**src/rtl/core/hid_pressed_key_table_macros.svh**
```systemverilog
// assertion helpers used by the key table controller
`ifndef HID_PRESSED_KEY_TABLE_MACROS_SVH
`define HID_PRESSED_KEY_TABLE_MACROS_SVH

// property must hold at every rising clock edge outside reset
`define HPKT_ASSERT(label, clk, rst_n, prop, msg) \
    label: assert property (@(posedge clk) disable iff (!rst_n) prop) \
        else $error(msg);

// condition must never be seen outside reset
`define HPKT_NEVER(label, clk, rst_n, cond, msg) \
    label: assert property (@(posedge clk) disable iff (!rst_n) !(cond)) \
        else $error(msg);

`endif

```
**src/rtl/core/hpkt_pkg.sv**
```systemverilog
package hpkt_pkg;

    // report geometry
    localparam int SLOTS  = 6;
    localparam int SLOT_W = 3;

    // repeat counter saturation
    localparam logic [7:0] REPEAT_MAX = 8'hFF;

    // command modes
    localparam logic [1:0] MODE_RELEASE = 2'd1;
    localparam logic [1:0] MODE_TAP     = 2'd2;
    localparam logic [1:0] MODE_REPORT  = 2'd3;

    // status codes
    localparam logic [1:0] STAT_OK        = 2'd0;
    localparam logic [1:0] STAT_PRESENT   = 2'd1;
    localparam logic [1:0] STAT_FULL      = 2'd2;
    localparam logic [1:0] STAT_NOT_FOUND = 2'd3;

    // one table entry as stored in the ram
    typedef struct packed {
        logic [7:0] code;
        logic       tapped;
        logic [7:0] repeats;
    } hpkt_entry_t;

    localparam int ENTRY_W = $bits(hpkt_entry_t);

    // key codes of one report, slot 0 first
    typedef logic [SLOTS-1:0][7:0] hpkt_slots_t;

    // command beat
    typedef struct packed {
        logic [1:0] mode;
        logic [7:0] key_code;
        logic [7:0] modifier_bits;
    } hpkt_in_t;

    // result beat
    typedef struct packed {
        logic [1:0] status;
        logic       is_report;
        logic [7:0] report_modifiers;
        logic [7:0] slot0;
        logic [7:0] slot1;
        logic [7:0] slot2;
        logic [7:0] slot3;
        logic [7:0] slot4;
        logic [7:0] slot5;
        logic       more_pending;
        logic       last;
    } hpkt_out_t;

endpackage

```
**src/rtl/core/hpkt_ram.sv**
```systemverilog
module hpkt_ram #(
    parameter int WIDTH  = 17,
    parameter int DEPTH  = 6,
    parameter int ADDR_W = (DEPTH > 1) ? $clog2(DEPTH) : 1
) (
    input  logic              clk,
    input  logic              we,
    input  logic [ADDR_W-1:0] waddr,
    input  logic [WIDTH-1:0]  wdata,
    input  logic              re,
    input  logic [ADDR_W-1:0] raddr,
    output logic [WIDTH-1:0]  rdata
);

    logic [WIDTH-1:0] mem_reg [DEPTH];
    logic [WIDTH-1:0] rdata_reg;

    // write port
    always_ff @(posedge clk)
    begin
        if (we)
        begin
            mem_reg[waddr] <= wdata;
        end
    end

    // registered read port
    always_ff @(posedge clk)
    begin
        if (re)
        begin
            rdata_reg <= mem_reg[raddr];
        end
    end

    assign rdata = rdata_reg;

endmodule

```
**src/rtl/core/hpkt_ctrl.sv**
```systemverilog
`include "hid_pressed_key_table_macros.svh"

module hpkt_ctrl
    import hpkt_pkg::*;
#(
    parameter int MAX_KEYS = 6,
    parameter int ADDR_W   = (MAX_KEYS > 1) ? $clog2(MAX_KEYS) : 1,
    parameter int CNT_W    = $clog2(MAX_KEYS + 1)
) (
    input  logic              clk,
    input  logic              rst_n,
    input  logic              start,
    input  hpkt_in_t          cmd,
    input  logic [7:0]        none_code,
    output logic              busy,
    output hpkt_out_t         result,
    output logic              strobe,
    output logic              ram_we,
    output logic [ADDR_W-1:0] ram_waddr,
    output hpkt_entry_t       ram_wdata,
    output logic              ram_re,
    output logic [ADDR_W-1:0] ram_raddr,
    input  hpkt_entry_t       ram_rdata
);

    typedef enum logic [10:0] {
        S_IDLE     = 11'b000_0000_0001,
        S_FIND_RD  = 11'b000_0000_0010,
        S_FIND_CHK = 11'b000_0000_0100,
        S_DOWN_RD  = 11'b000_0000_1000,
        S_DOWN_WR  = 11'b000_0001_0000,
        S_UP_RD    = 11'b000_0010_0000,
        S_UP_WR    = 11'b000_0100_0000,
        S_INS      = 11'b000_1000_0000,
        S_REP_RD   = 11'b001_0000_0000,
        S_REP_WR   = 11'b010_0000_0000,
        S_OUT2     = 11'b100_0000_0000
    } state_t;

    state_t            state_reg, state_next;
    logic [CNT_W-1:0]  count_reg, count_next;
    logic [CNT_W-1:0]  idx_reg, idx_next;
    logic [CNT_W-1:0]  wr_reg, wr_next;
    logic [SLOT_W-1:0] nb_reg, nb_next;
    logic              any_tap_reg, any_tap_next;
    logic              pend_reg, pend_next;
    logic [1:0]        mode_reg, mode_next;
    logic [7:0]        key_reg, key_next;
    logic [7:0]        mods_reg, mods_next;
    logic              tap_reg, tap_next;
    hpkt_slots_t       rep_a_reg, rep_a_next;
    hpkt_slots_t       rep_b_reg, rep_b_next;
    hpkt_out_t         res_reg, res_next;
    logic              strobe_reg, strobe_next;

    logic [CNT_W-1:0]  idx_dec;
    logic              hit;
    hpkt_entry_t       upd;

    // status result beat
    function automatic hpkt_out_t status_beat(input logic [1:0] st);
        hpkt_out_t b;
        b        = '0;
        b.status = st;
        b.last   = 1'b1;
        return b;
    endfunction

    // report result beat
    function automatic hpkt_out_t report_beat(input logic [7:0] mods, input hpkt_slots_t s,
                                              input logic more, input logic fin);
        hpkt_out_t b;
        b                  = '0;
        b.is_report        = 1'b1;
        b.report_modifiers = mods;
        b.slot0            = s[0];
        b.slot1            = s[1];
        b.slot2            = s[2];
        b.slot3            = s[3];
        b.slot4            = s[4];
        b.slot5            = s[5];
        b.more_pending     = more;
        b.last             = fin;
        return b;
    endfunction

    assign idx_dec = idx_reg - 1'b1;
    assign hit     = (ram_rdata.code == key_reg);

    // sequencer: scan the table one entry per read, shift and compact it one entry per read/write pair
    always_comb
    begin
        state_next   = state_reg;
        count_next   = count_reg;
        idx_next     = idx_reg;
        wr_next      = wr_reg;
        nb_next      = nb_reg;
        any_tap_next = any_tap_reg;
        pend_next    = pend_reg;
        mode_next    = mode_reg;
        key_next     = key_reg;
        mods_next    = mods_reg;
        tap_next     = tap_reg;
        rep_a_next   = rep_a_reg;
        rep_b_next   = rep_b_reg;
        res_next     = res_reg;
        strobe_next  = 1'b0;
        ram_we       = 1'b0;
        ram_waddr    = '0;
        ram_wdata    = ram_rdata;
        ram_re       = 1'b0;
        ram_raddr    = '0;
        upd          = ram_rdata;

        unique case (state_reg)
            S_IDLE:
            begin
                if (start)
                begin
                    mode_next = cmd.mode;
                    key_next  = cmd.key_code;
                    mods_next = cmd.modifier_bits;
                    tap_next  = (cmd.mode == MODE_TAP) || (cmd.key_code == none_code);
                    idx_next  = '0;
                    if (cmd.mode == MODE_REPORT)
                    begin
                        rep_a_next   = '0;
                        rep_b_next   = '0;
                        nb_next      = '0;
                        wr_next      = '0;
                        any_tap_next = 1'b0;
                        pend_next    = 1'b0;
                        state_next   = S_REP_RD;
                    end
                    else
                    begin
                        state_next = S_FIND_RD;
                    end
                end
            end

            // look for the key, one entry per read
            S_FIND_RD:
            begin
                if (idx_reg == count_reg)
                begin
                    if (mode_reg == MODE_RELEASE)
                    begin
                        res_next    = status_beat(STAT_NOT_FOUND);
                        strobe_next = 1'b1;
                        state_next  = S_IDLE;
                    end
                    else if (count_reg >= CNT_W'(MAX_KEYS))
                    begin
                        res_next    = status_beat(STAT_FULL);
                        strobe_next = 1'b1;
                        state_next  = S_IDLE;
                    end
                    else
                    begin
                        idx_next   = count_reg;
                        state_next = S_UP_RD;
                    end
                end
                else
                begin
                    ram_re     = 1'b1;
                    ram_raddr  = idx_reg[ADDR_W-1:0];
                    state_next = S_FIND_CHK;
                end
            end

            S_FIND_CHK:
            begin
                if (hit)
                begin
                    if (mode_reg == MODE_RELEASE)
                    begin
                        idx_next   = idx_reg + 1'b1;
                        state_next = S_DOWN_RD;
                    end
                    else
                    begin
                        // repeat tap or change of kind on a present key
                        if (ram_rdata.tapped && tap_reg)
                        begin
                            if (ram_rdata.repeats != REPEAT_MAX)
                            begin
                                upd.repeats = ram_rdata.repeats + 1'b1;
                            end
                        end
                        else
                        begin
                            upd.tapped  = tap_reg;
                            upd.repeats = '0;
                        end
                        ram_we      = 1'b1;
                        ram_waddr   = idx_reg[ADDR_W-1:0];
                        ram_wdata   = upd;
                        res_next    = status_beat(STAT_PRESENT);
                        strobe_next = 1'b1;
                        state_next  = S_IDLE;
                    end
                end
                else
                begin
                    idx_next   = idx_reg + 1'b1;
                    state_next = S_FIND_RD;
                end
            end

            // close the gap left by a release
            S_DOWN_RD:
            begin
                if (idx_reg == count_reg)
                begin
                    count_next  = count_reg - 1'b1;
                    res_next    = status_beat(STAT_OK);
                    strobe_next = 1'b1;
                    state_next  = S_IDLE;
                end
                else
                begin
                    ram_re     = 1'b1;
                    ram_raddr  = idx_reg[ADDR_W-1:0];
                    state_next = S_DOWN_WR;
                end
            end

            S_DOWN_WR:
            begin
                ram_we     = 1'b1;
                ram_waddr  = idx_dec[ADDR_W-1:0];
                idx_next   = idx_reg + 1'b1;
                state_next = S_DOWN_RD;
            end

            // open slot zero for a new key, moving entries up from the tail
            S_UP_RD:
            begin
                if (idx_reg == '0)
                begin
                    state_next = S_INS;
                end
                else
                begin
                    ram_re     = 1'b1;
                    ram_raddr  = idx_dec[ADDR_W-1:0];
                    state_next = S_UP_WR;
                end
            end

            S_UP_WR:
            begin
                ram_we     = 1'b1;
                ram_waddr  = idx_reg[ADDR_W-1:0];
                idx_next   = idx_dec;
                state_next = S_UP_RD;
            end

            S_INS:
            begin
                upd.code    = key_reg;
                upd.tapped  = tap_reg;
                upd.repeats = '0;
                ram_we      = 1'b1;
                ram_waddr   = '0;
                ram_wdata   = upd;
                count_next  = count_reg + 1'b1;
                res_next    = status_beat(STAT_OK);
                strobe_next = 1'b1;
                state_next  = S_IDLE;
            end

            // report pass: read each entry, write back the compacted table
            S_REP_RD:
            begin
                if (idx_reg == count_reg)
                begin
                    count_next  = wr_reg;
                    strobe_next = 1'b1;
                    if (any_tap_reg)
                    begin
                        res_next   = report_beat(mods_reg, rep_a_reg, 1'b0, 1'b0);
                        state_next = S_OUT2;
                    end
                    else
                    begin
                        res_next   = report_beat(mods_reg, rep_a_reg, pend_reg, 1'b1);
                        state_next = S_IDLE;
                    end
                end
                else
                begin
                    ram_re     = 1'b1;
                    ram_raddr  = idx_reg[ADDR_W-1:0];
                    state_next = S_REP_WR;
                end
            end

            S_REP_WR:
            begin
                rep_a_next[SLOT_W'(idx_reg)] = ram_rdata.code;
                if (ram_rdata.tapped && (ram_rdata.repeats == '0))
                begin
                    // exhausted tap drops out
                    any_tap_next = 1'b1;
                end
                else
                begin
                    if (ram_rdata.tapped)
                    begin
                        upd.repeats  = ram_rdata.repeats - 1'b1;
                        any_tap_next = 1'b1;
                        pend_next    = 1'b1;
                    end
                    else
                    begin
                        rep_b_next[nb_reg] = ram_rdata.code;
                        nb_next            = nb_reg + 1'b1;
                    end
                    ram_we    = 1'b1;
                    ram_waddr = wr_reg[ADDR_W-1:0];
                    ram_wdata = upd;
                    wr_next   = wr_reg + 1'b1;
                end
                idx_next   = idx_reg + 1'b1;
                state_next = S_REP_RD;
            end

            // second report with held keys only
            S_OUT2:
            begin
                res_next    = report_beat(mods_reg, rep_b_reg, pend_reg, 1'b1);
                strobe_next = 1'b1;
                state_next  = S_IDLE;
            end

            default:
            begin
                state_next = S_IDLE;
            end
        endcase
    end

    // control state
    always_ff @(posedge clk or negedge rst_n)
    begin
        if (!rst_n)
        begin
            state_reg   <= S_IDLE;
            count_reg   <= '0;
            pend_reg    <= 1'b0;
            strobe_reg  <= 1'b0;
            idx_reg     <= '0;
            wr_reg      <= '0;
            nb_reg      <= '0;
            any_tap_reg <= 1'b0;
        end
        else
        begin
            state_reg   <= state_next;
            count_reg   <= count_next;
            pend_reg    <= pend_next;
            strobe_reg  <= strobe_next;
            idx_reg     <= idx_next;
            wr_reg      <= wr_next;
            nb_reg      <= nb_next;
            any_tap_reg <= any_tap_next;
        end
    end

    // command and result payload
    always_ff @(posedge clk)
    begin
        mode_reg  <= mode_next;
        key_reg   <= key_next;
        mods_reg  <= mods_next;
        tap_reg   <= tap_next;
        rep_a_reg <= rep_a_next;
        rep_b_reg <= rep_b_next;
        res_reg   <= res_next;
    end

    assign busy   = (state_reg != S_IDLE);
    assign result = res_reg;
    assign strobe = strobe_reg;

    `HPKT_ASSERT(a_last_in_idle, clk, rst_n, strobe_reg && res_reg.last |-> state_reg == S_IDLE, "final beat while sequencer still running")
    `HPKT_ASSERT(a_first_then_out2, clk, rst_n, strobe_reg && !res_reg.last |-> state_reg == S_OUT2, "first report beat without second pending")
    `HPKT_ASSERT(a_accept_busy, clk, rst_n, start && state_reg == S_IDLE |=> state_reg != S_IDLE, "accepted command did not start the sequencer")
    `HPKT_NEVER(a_idle_no_write, clk, rst_n, state_reg == S_IDLE && ram_we, "table write while idle")
    `HPKT_ASSERT(a_chk_after_read, clk, rst_n, state_reg == S_FIND_CHK |-> $past(ram_re), "compare without a preceding table read")

endmodule

```
**src/rtl/core/hid_pressed_key_table.sv**
```systemverilog
// a press or tap of a new key scans the whole table, then moves entries up to free slot zero;
//   a repeated key stops at its match; a release scans to the key and moves later entries down;
//   a report passes over every entry; each result beat appears in the cycle after it is formed
// throughput: one command at a time; a new command is taken only in idle, while busy is low
// reset clears entry count, pending flag, none code and result strobe; table ram is not cleared
// results are strobed for one cycle and cannot be stalled by the receiver
module hid_pressed_key_table
    import hpkt_pkg::*;
#(
    parameter int MAX_KEYS = 6
) (
    input  logic       clk,
    input  logic       rst_n,
    input  logic       start,
    output logic       busy,
    input  hpkt_in_t   cmd,
    input  logic       cfg_wr_en,
    input  logic [7:0] cfg_wr_data,
    output hpkt_out_t  result,
    output logic       strobe
);

    localparam int ADDR_W = (MAX_KEYS > 1) ? $clog2(MAX_KEYS) : 1;

    logic [7:0]        none_code_reg;
    logic              ram_we;
    logic [ADDR_W-1:0] ram_waddr;
    hpkt_entry_t       ram_wdata;
    logic              ram_re;
    logic [ADDR_W-1:0] ram_raddr;
    hpkt_entry_t       ram_rdata;
    logic [ENTRY_W-1:0] ram_rdata_bits;

    // none key code register
    always_ff @(posedge clk or negedge rst_n)
    begin
        if (!rst_n)
        begin
            none_code_reg <= '0;
        end
        else if (cfg_wr_en)
        begin
            none_code_reg <= cfg_wr_data;
        end
    end

    // table storage
    hpkt_ram #(
        .WIDTH  (ENTRY_W),
        .DEPTH  (MAX_KEYS),
        .ADDR_W (ADDR_W)
    ) u_ram (
        .clk   (clk),
        .we    (ram_we),
        .waddr (ram_waddr),
        .wdata (ram_wdata),
        .re    (ram_re),
        .raddr (ram_raddr),
        .rdata (ram_rdata_bits)
    );

    assign ram_rdata = hpkt_entry_t'(ram_rdata_bits);

    // command sequencer
    hpkt_ctrl #(
        .MAX_KEYS (MAX_KEYS),
        .ADDR_W   (ADDR_W)
    ) u_ctrl (
        .clk       (clk),
        .rst_n     (rst_n),
        .start     (start),
        .cmd       (cmd),
        .none_code (none_code_reg),
        .busy      (busy),
        .result    (result),
        .strobe    (strobe),
        .ram_we    (ram_we),
        .ram_waddr (ram_waddr),
        .ram_wdata (ram_wdata),
        .ram_re    (ram_re),
        .ram_raddr (ram_raddr),
        .ram_rdata (ram_rdata)
    );

endmodule

```
**config.mk**
```make
export PLATFORM = sky130hd
export DESIGN_NAME = hid_pressed_key_table
export DESIGN_NICKNAME = d
export VERILOG_FILES = /design/src/rtl/core/hpkt_pkg.sv /design/src/rtl/core/hpkt_ram.sv /design/src/rtl/core/hpkt_ctrl.sv /design/src/rtl/core/hid_pressed_key_table.sv
export VERILOG_INCLUDE_DIRS = /design/src /design/src/rtl/core
export SDC_FILE = /design/constraint.sdc
export NUM_CORES = 1
export LEC_CHECK = 0
export ABC_CLOCK_PERIOD_IN_PS = 8800
export BUFFER_PORTS_ARGS = -buffer_cell sky130_fd_sc_hd__buf_4
export CAP_MARGIN = 20
export CORE_AREA = 5 5 262 136
export CTS_CLUSTER_SIZE = 10
export DETAILED_ROUTE_END_ITERATION = 10
export DIE_AREA = 0 0 267 141
export PLACE_DENSITY_LB_ADDON = 0.15
export SLEW_MARGIN = 20
export SYNTH_ARGS = -nofsm -noshare
export SYNTH_HDL_FRONTEND = slang
export SYNTH_SLANG_ARGS = --single-unit
```
**constraint.sdc**
```tcl
create_clock -name clk -period 8.8 [get_ports clk]
set_input_delay 1.76 -clock clk [delete_from_list [all_inputs] [get_ports clk]]
set_output_delay 1.76 -clock clk [all_outputs]
set_load 0.005 [all_outputs]
```
== Word-level counts from Yosys, hierarchy flattened ==
Memories as Yosys holds them, arrays and structs flattened. A register that Yosys moved wholly into a read port is not among the register bits.
Cells that the tools add are included.
Cells by class
  add/subtract/negate cells: 8
  $mul: 0
  div/mod/pow operators: 0
  $lt $le $gt $ge: 5
  equality and inequality tests: 34
  shift operators: 0
  mux-type cells: 86
  bitwise operators: 0
  reduce and logical (&&, ||, !) cells: 25
Operator list (count)
  two-way mux 61 bit: 7
  one-hot mux 61 bit (6 select lines): 1
  two-way mux 48 bit: 4
  one-hot mux 48 bit (2 select lines): 2
  one-hot mux 11 bit (9 select lines): 1
  bitwise mux 48 bit: 2
  two-way mux 8 bit: 7
  two-way mux 11 bit: 5
  two-way mux 3 bit: 18
  one-hot mux 17 bit (3 select lines): 1
  demux 8 bit (select 3 bit): 2
  two-way mux 9 bit: 3
  one-hot mux 3 bit (2 select lines): 3
  two-way mux 1 bit: 17
  equality test 8 bit: 2
  one-hot mux 3 bit (5 select lines): 1
  inequality test 2 bit, second input constant: 7
  adder 3 x 1 -> 3 bit, second input constant: 4
  one-hot mux 3 bit (4 select lines): 1
  equality test 11 x 1 -> 1 bit, second input constant: 1
  equality test 11 x 10 -> 1 bit, second input constant: 1
  equality test 11 bit, second input constant: 1
  equality test 11 x 2 -> 1 bit, second input constant: 1
  equality test 11 x 3 -> 1 bit, second input constant: 1
  other kinds (45): 65
Word-level totals
  register bits after elaboration: 210
  bits in latches: 0
  bits in writable memories: 102
  bits in read-only memories: 0
  input port bits: 30
  output and inout port bits: 63
  word-level logic and storage cells: 195
  memories kept: 1
Memories
  u_ram.mem_reg: depth 6, bits a word 17, read ports 1, clocked after Yosys merged registers in 1, wr ports 1, line hpkt_ram.sv:15  | logic [WIDTH-1:0] mem_reg [DEPTH];

== Longest topological paths before layout ==
  depth after elaboration: 8
  depth in mapped cells: 11
  mapped depth without buffers: 9

== Hierarchy ==
From an unflattened synthesis, not the netlist that was laid out.
Unflattened totals
  cells, all modules: 1105
  area, all modules: 15060.7 um^2
By module, submodules not included
  hpkt_ctrl: instances 1, cells an instance 861, area an instance 10128.5 um^2, sequential area each 5936.9 um^2
  hpkt_ram: instances 1, cells an instance 227, area an instance 4600.7 um^2, sequential area each 3573.4 um^2
  hid_pressed_key_table: instances 1, cells an instance 17, area an instance 331.6 um^2, sequential area each 200.2 um^2

== Worst setup path after synthesis ==
OpenSTA, ideal clock, no wires.
  kind: flip-flop to flip-flop
  start: reg u_ctrl.state_reg[2]
  end: reg u_ctrl.nb_reg[0]
  library setup time: 0.083 ns
  arrival: 5.514 ns
  required time: 8.717 ns
  slack: 3.204 ns
  stages on the path, launching flop included: 6
  buffers on the path: 1
  clock period less this slack: 5.596 ns
  path through: dfrtp_1 clkbuf_1 nor4_2 nand4b_1 o21ai_0 mux2_2
Between the ends
  longest elaborated chain between the ends: 3
  elaborated cells between the ends (all ways): 9
  classes of those cells: 6 x eq/ne; 1 x mux; 2 x reduce/logical
RTL lines
  from (decl): line hpkt_ctrl.sv:40  | state_t state_reg, state_next;
  from (signal assigned): line hpkt_ctrl.sv:362  | state_reg <= state_next;
  equality test 11 x 10 -> 1 bit or equality test 11 x 1 -> 1 bit (tied branches)
  inequality test 2 bit (no source line) (tied with other cells)
  AND reduction 5 bit (no source line)
  to (signal assigned): line hpkt_ctrl.sv:368  | nb_reg <= nb_next;
  to (decl): line hpkt_ctrl.sv:44  | logic [SLOT_W-1:0] nb_reg, nb_next;
Several ways; a longest one is shown, not always the timed one.
A chain may end at the register's enable or synchronous reset.

==> impl_results.md <==
* Maximum capacitance violations at 0
* Clk_skew at 0.02235 ns
* Die span in x at 267 um
* Critical path arrival at 4.34 ns
* Number of flops mapped to enable cells by yosys at 295
* Vias in the first global route at 8,858
* YS warnings at 0
* Number of port buffers at 92
* Share of layout cells above drive strength 1 at 0.1833
* Via density at 5.628
* Ports at 93
* Max Clock Freq at 245.2 MHz
* Placed Instances at 1,574
* DRT iter0 DRCs at 887
* Initial antenna violation count at 0
* Area leader, netlist: edfxtp_1
* Seq/Total Area, Yosys at 0.6593
* H-tree lvl count at 2
* Pwr Density at 252.2 nW/um^2
* Routability Congestion at 0.9498
* Post-CTS Setup Repair Bufs at 0
* Peak supply drop at 0.1094 mV
* Worst-path clk slew at 0.06 ns
* Total Power at 4.284 mW
* CTS tree: yes
* Inserted Diodes at 0
* Final nets at 1,203
* RSZ-0062 raised after global routing: no
* Post-synth ARST share at 0.1033
* Longest Clk Path Bufs at 3
* Pin count of the biggest net entering global routing at 102
* Area after DPL at 15,910 sq um
* Sink Count at 329
* Max reg flops at 102
* Residual DRC at 0
* Root buffer cell: clkbuf_16
* Most frequent cell after synthesis: edfxtp_1
* Core Util, Final at 0.5069
* Post-Layout Cell Count at 1,639
* DRT Pass-1 Iters at 5
* Hold Path Class: reg -> reg
* Post-CTS Resized at 0
* WL/cell at 22.93 um
* Final setup fails at 0
* Die H at 141 um
* Startpoint types: flip-flop
* Later-pin clock latency in the skew report at 0.54 ns
* Die area at 37,650 sq um
* Met2 GRT Util at 0.2453
* Top cell type's share of synthesized area at 0.6015
* Top Usage Layer GRT: met1
* Max-slew violation count at 0
* Starting Density at 0.4395
* Rows at 48
* Top FF cell, synth: edfxtp_1
* DRT antenna net count at 0
* GR met1 Demand/Resource at 0.3343
* Worst slew margin relative to its limit at 0.2640
* Grt total ovfl at 0
* Setup TNS Final at 0 ns
* Global-route wire length before repair at 56,640 um
* Top cells by area, synth: edfxtp_1, mux2i_1, dfrtp_1
* HPWL after detailed placement at 24,550 um
* Core area at 33,510 sq um
* Syn Nets at 1,113
* Critical-path maximum fanout at 14
* Inserted Clock Buffers at 38
* Crit share post-route at 0.4635
* All-Layer GR Usage at 0.1970
* Syn Inst Count at 1,074
* Status: finished clean
* Synth Cell Area at 14,730 sq um
* Final std cell area, no fill at 16,990 sq um
* Vias at 9,224
* Kind of critical path: reg -> reg
* Yosys reg bits at 329
* Syn Area/Cell at 13.71 sq um
* Final worst path period need at 4.079 ns
* CP required at 9.06 ns
* Critical Path Sink Type: flip-flop
* Worst-margin pin slew at 1.104 ns
* Drt total wl at 37,590 um
* Static Leak at 6.472 nW
* Unique masters post-synth at 68
* Cts hold-fix bufs at 0
* Synth cell count leaders: edfxtp_1, nor2_1, mux2i_1, a22o_1, clkbuf_1
* Final Hold Fails at 0
* Synth-to-Final Area Change at 15.34%
* GR Util met3 at 0.05738
==> critical path, cell delays in order (launching register included) <==
cell and delay (ns):
edfxtp_1 0.90, xor2_1 0.15, nor4_1 0.65, nand2_1 0.37, a311o_1 0.46, nor3_1 0.63
a221oi_1 0.17, a21oi_1 0.47
==> layer usage <==
layer | up-vias | wire (um)
met2 | 288 | 14190
li1 | 4238 | -
met3 | 39 | 2908
met4 | 0 | 408
met5 | - | 0
met1 | 4659 | 20080
==> area by class of cell <==
class / count / area [sq um]
flip-flops and latches: 329 / 9711
inverters: 15 / 56.30
repair buffers: 114 / 855.8
clock inverters: 3 / 33.78
multi-input cells: 666 / 4727
clock buffers: 62 / 1041
fillers: 2893 / 16520
well taps: 450 / 563.0
==> worst paths after layout <==
check	slack [ns]	end	startpoint	cells past startpoint
worst max-delay path	4.72	u_ram.mem_reg[4][2]	u_ram.rdata[14]	7
worst min-delay path	0.53	u_ctrl.result[57]	u_ctrl.mods_reg[7]	1
worst max register to register	4.72	u_ram.mem_reg[4][2]	u_ram.rdata[14]	7
worst min register to register	0.53	u_ctrl.result[57]	u_ctrl.mods_reg[7]	1
max in group asynchronous	7.23	u_ctrl.state_reg[0]	rst_n	1
min in group asynchronous	1.18	none_code_reg[0]	rst_n	1
==> power by group <==
| group | internal (mW) | switching, mW | total [mW] |
|---|---|---|---|
| sequential | 1.93 | 0.150 | 2.08 |
| clock | 0.808 | 0.611 | 1.42 |
| combinational | 0.303 | 0.485 | 0.789 |
| total | 3.04 | 1.25 | 4.28 |
==> cells by family (layout without fill, tap and decap cells) <==
group	after synthesis	in the layout	share of synthesized area
flops	329	329	0.6593
compound gates	181	181	0.08869
buf+inv	79	194	0.02234
fa+ha+maj	9	9	0.008156
simple gates	305	305	0.1007
xor+xnor	21	21	0.01249
mux	150	150	0.1083
==> through the flow <==
step	hold slack, ns	setup slack (ns)
floorplan	0.4580	3.204
global placement	0.5119	4.498
detailed placement	0.5190	4.392
CTS	0.5318	4.746
global route	0.5484	4.527
finish	0.5270	4.721
==> cell usage in the layout, fill, tap and decap left out, drive strengths merged, types with 4 or more instances in the layout <==
master  instances
a211oi          6
nor3           20
and4b           4
clkbuf         62
nor2          164
buf           114
nand3          14
ha              8
a22o           52
nor2b          13
and3            7
edfxtp        295
nor4            8
dfrtp          33
mux2           36
nor3b           6
a211o          16
nand4           7
nand2          30
xnor2           9
nor4b           4
or4             6
mux2i         114
a21oi          25
inv            17
nand2b          9
xor2           12
o22ai           4
o21ai          49
Note: power is estimated with default switching activity, not from simulation.
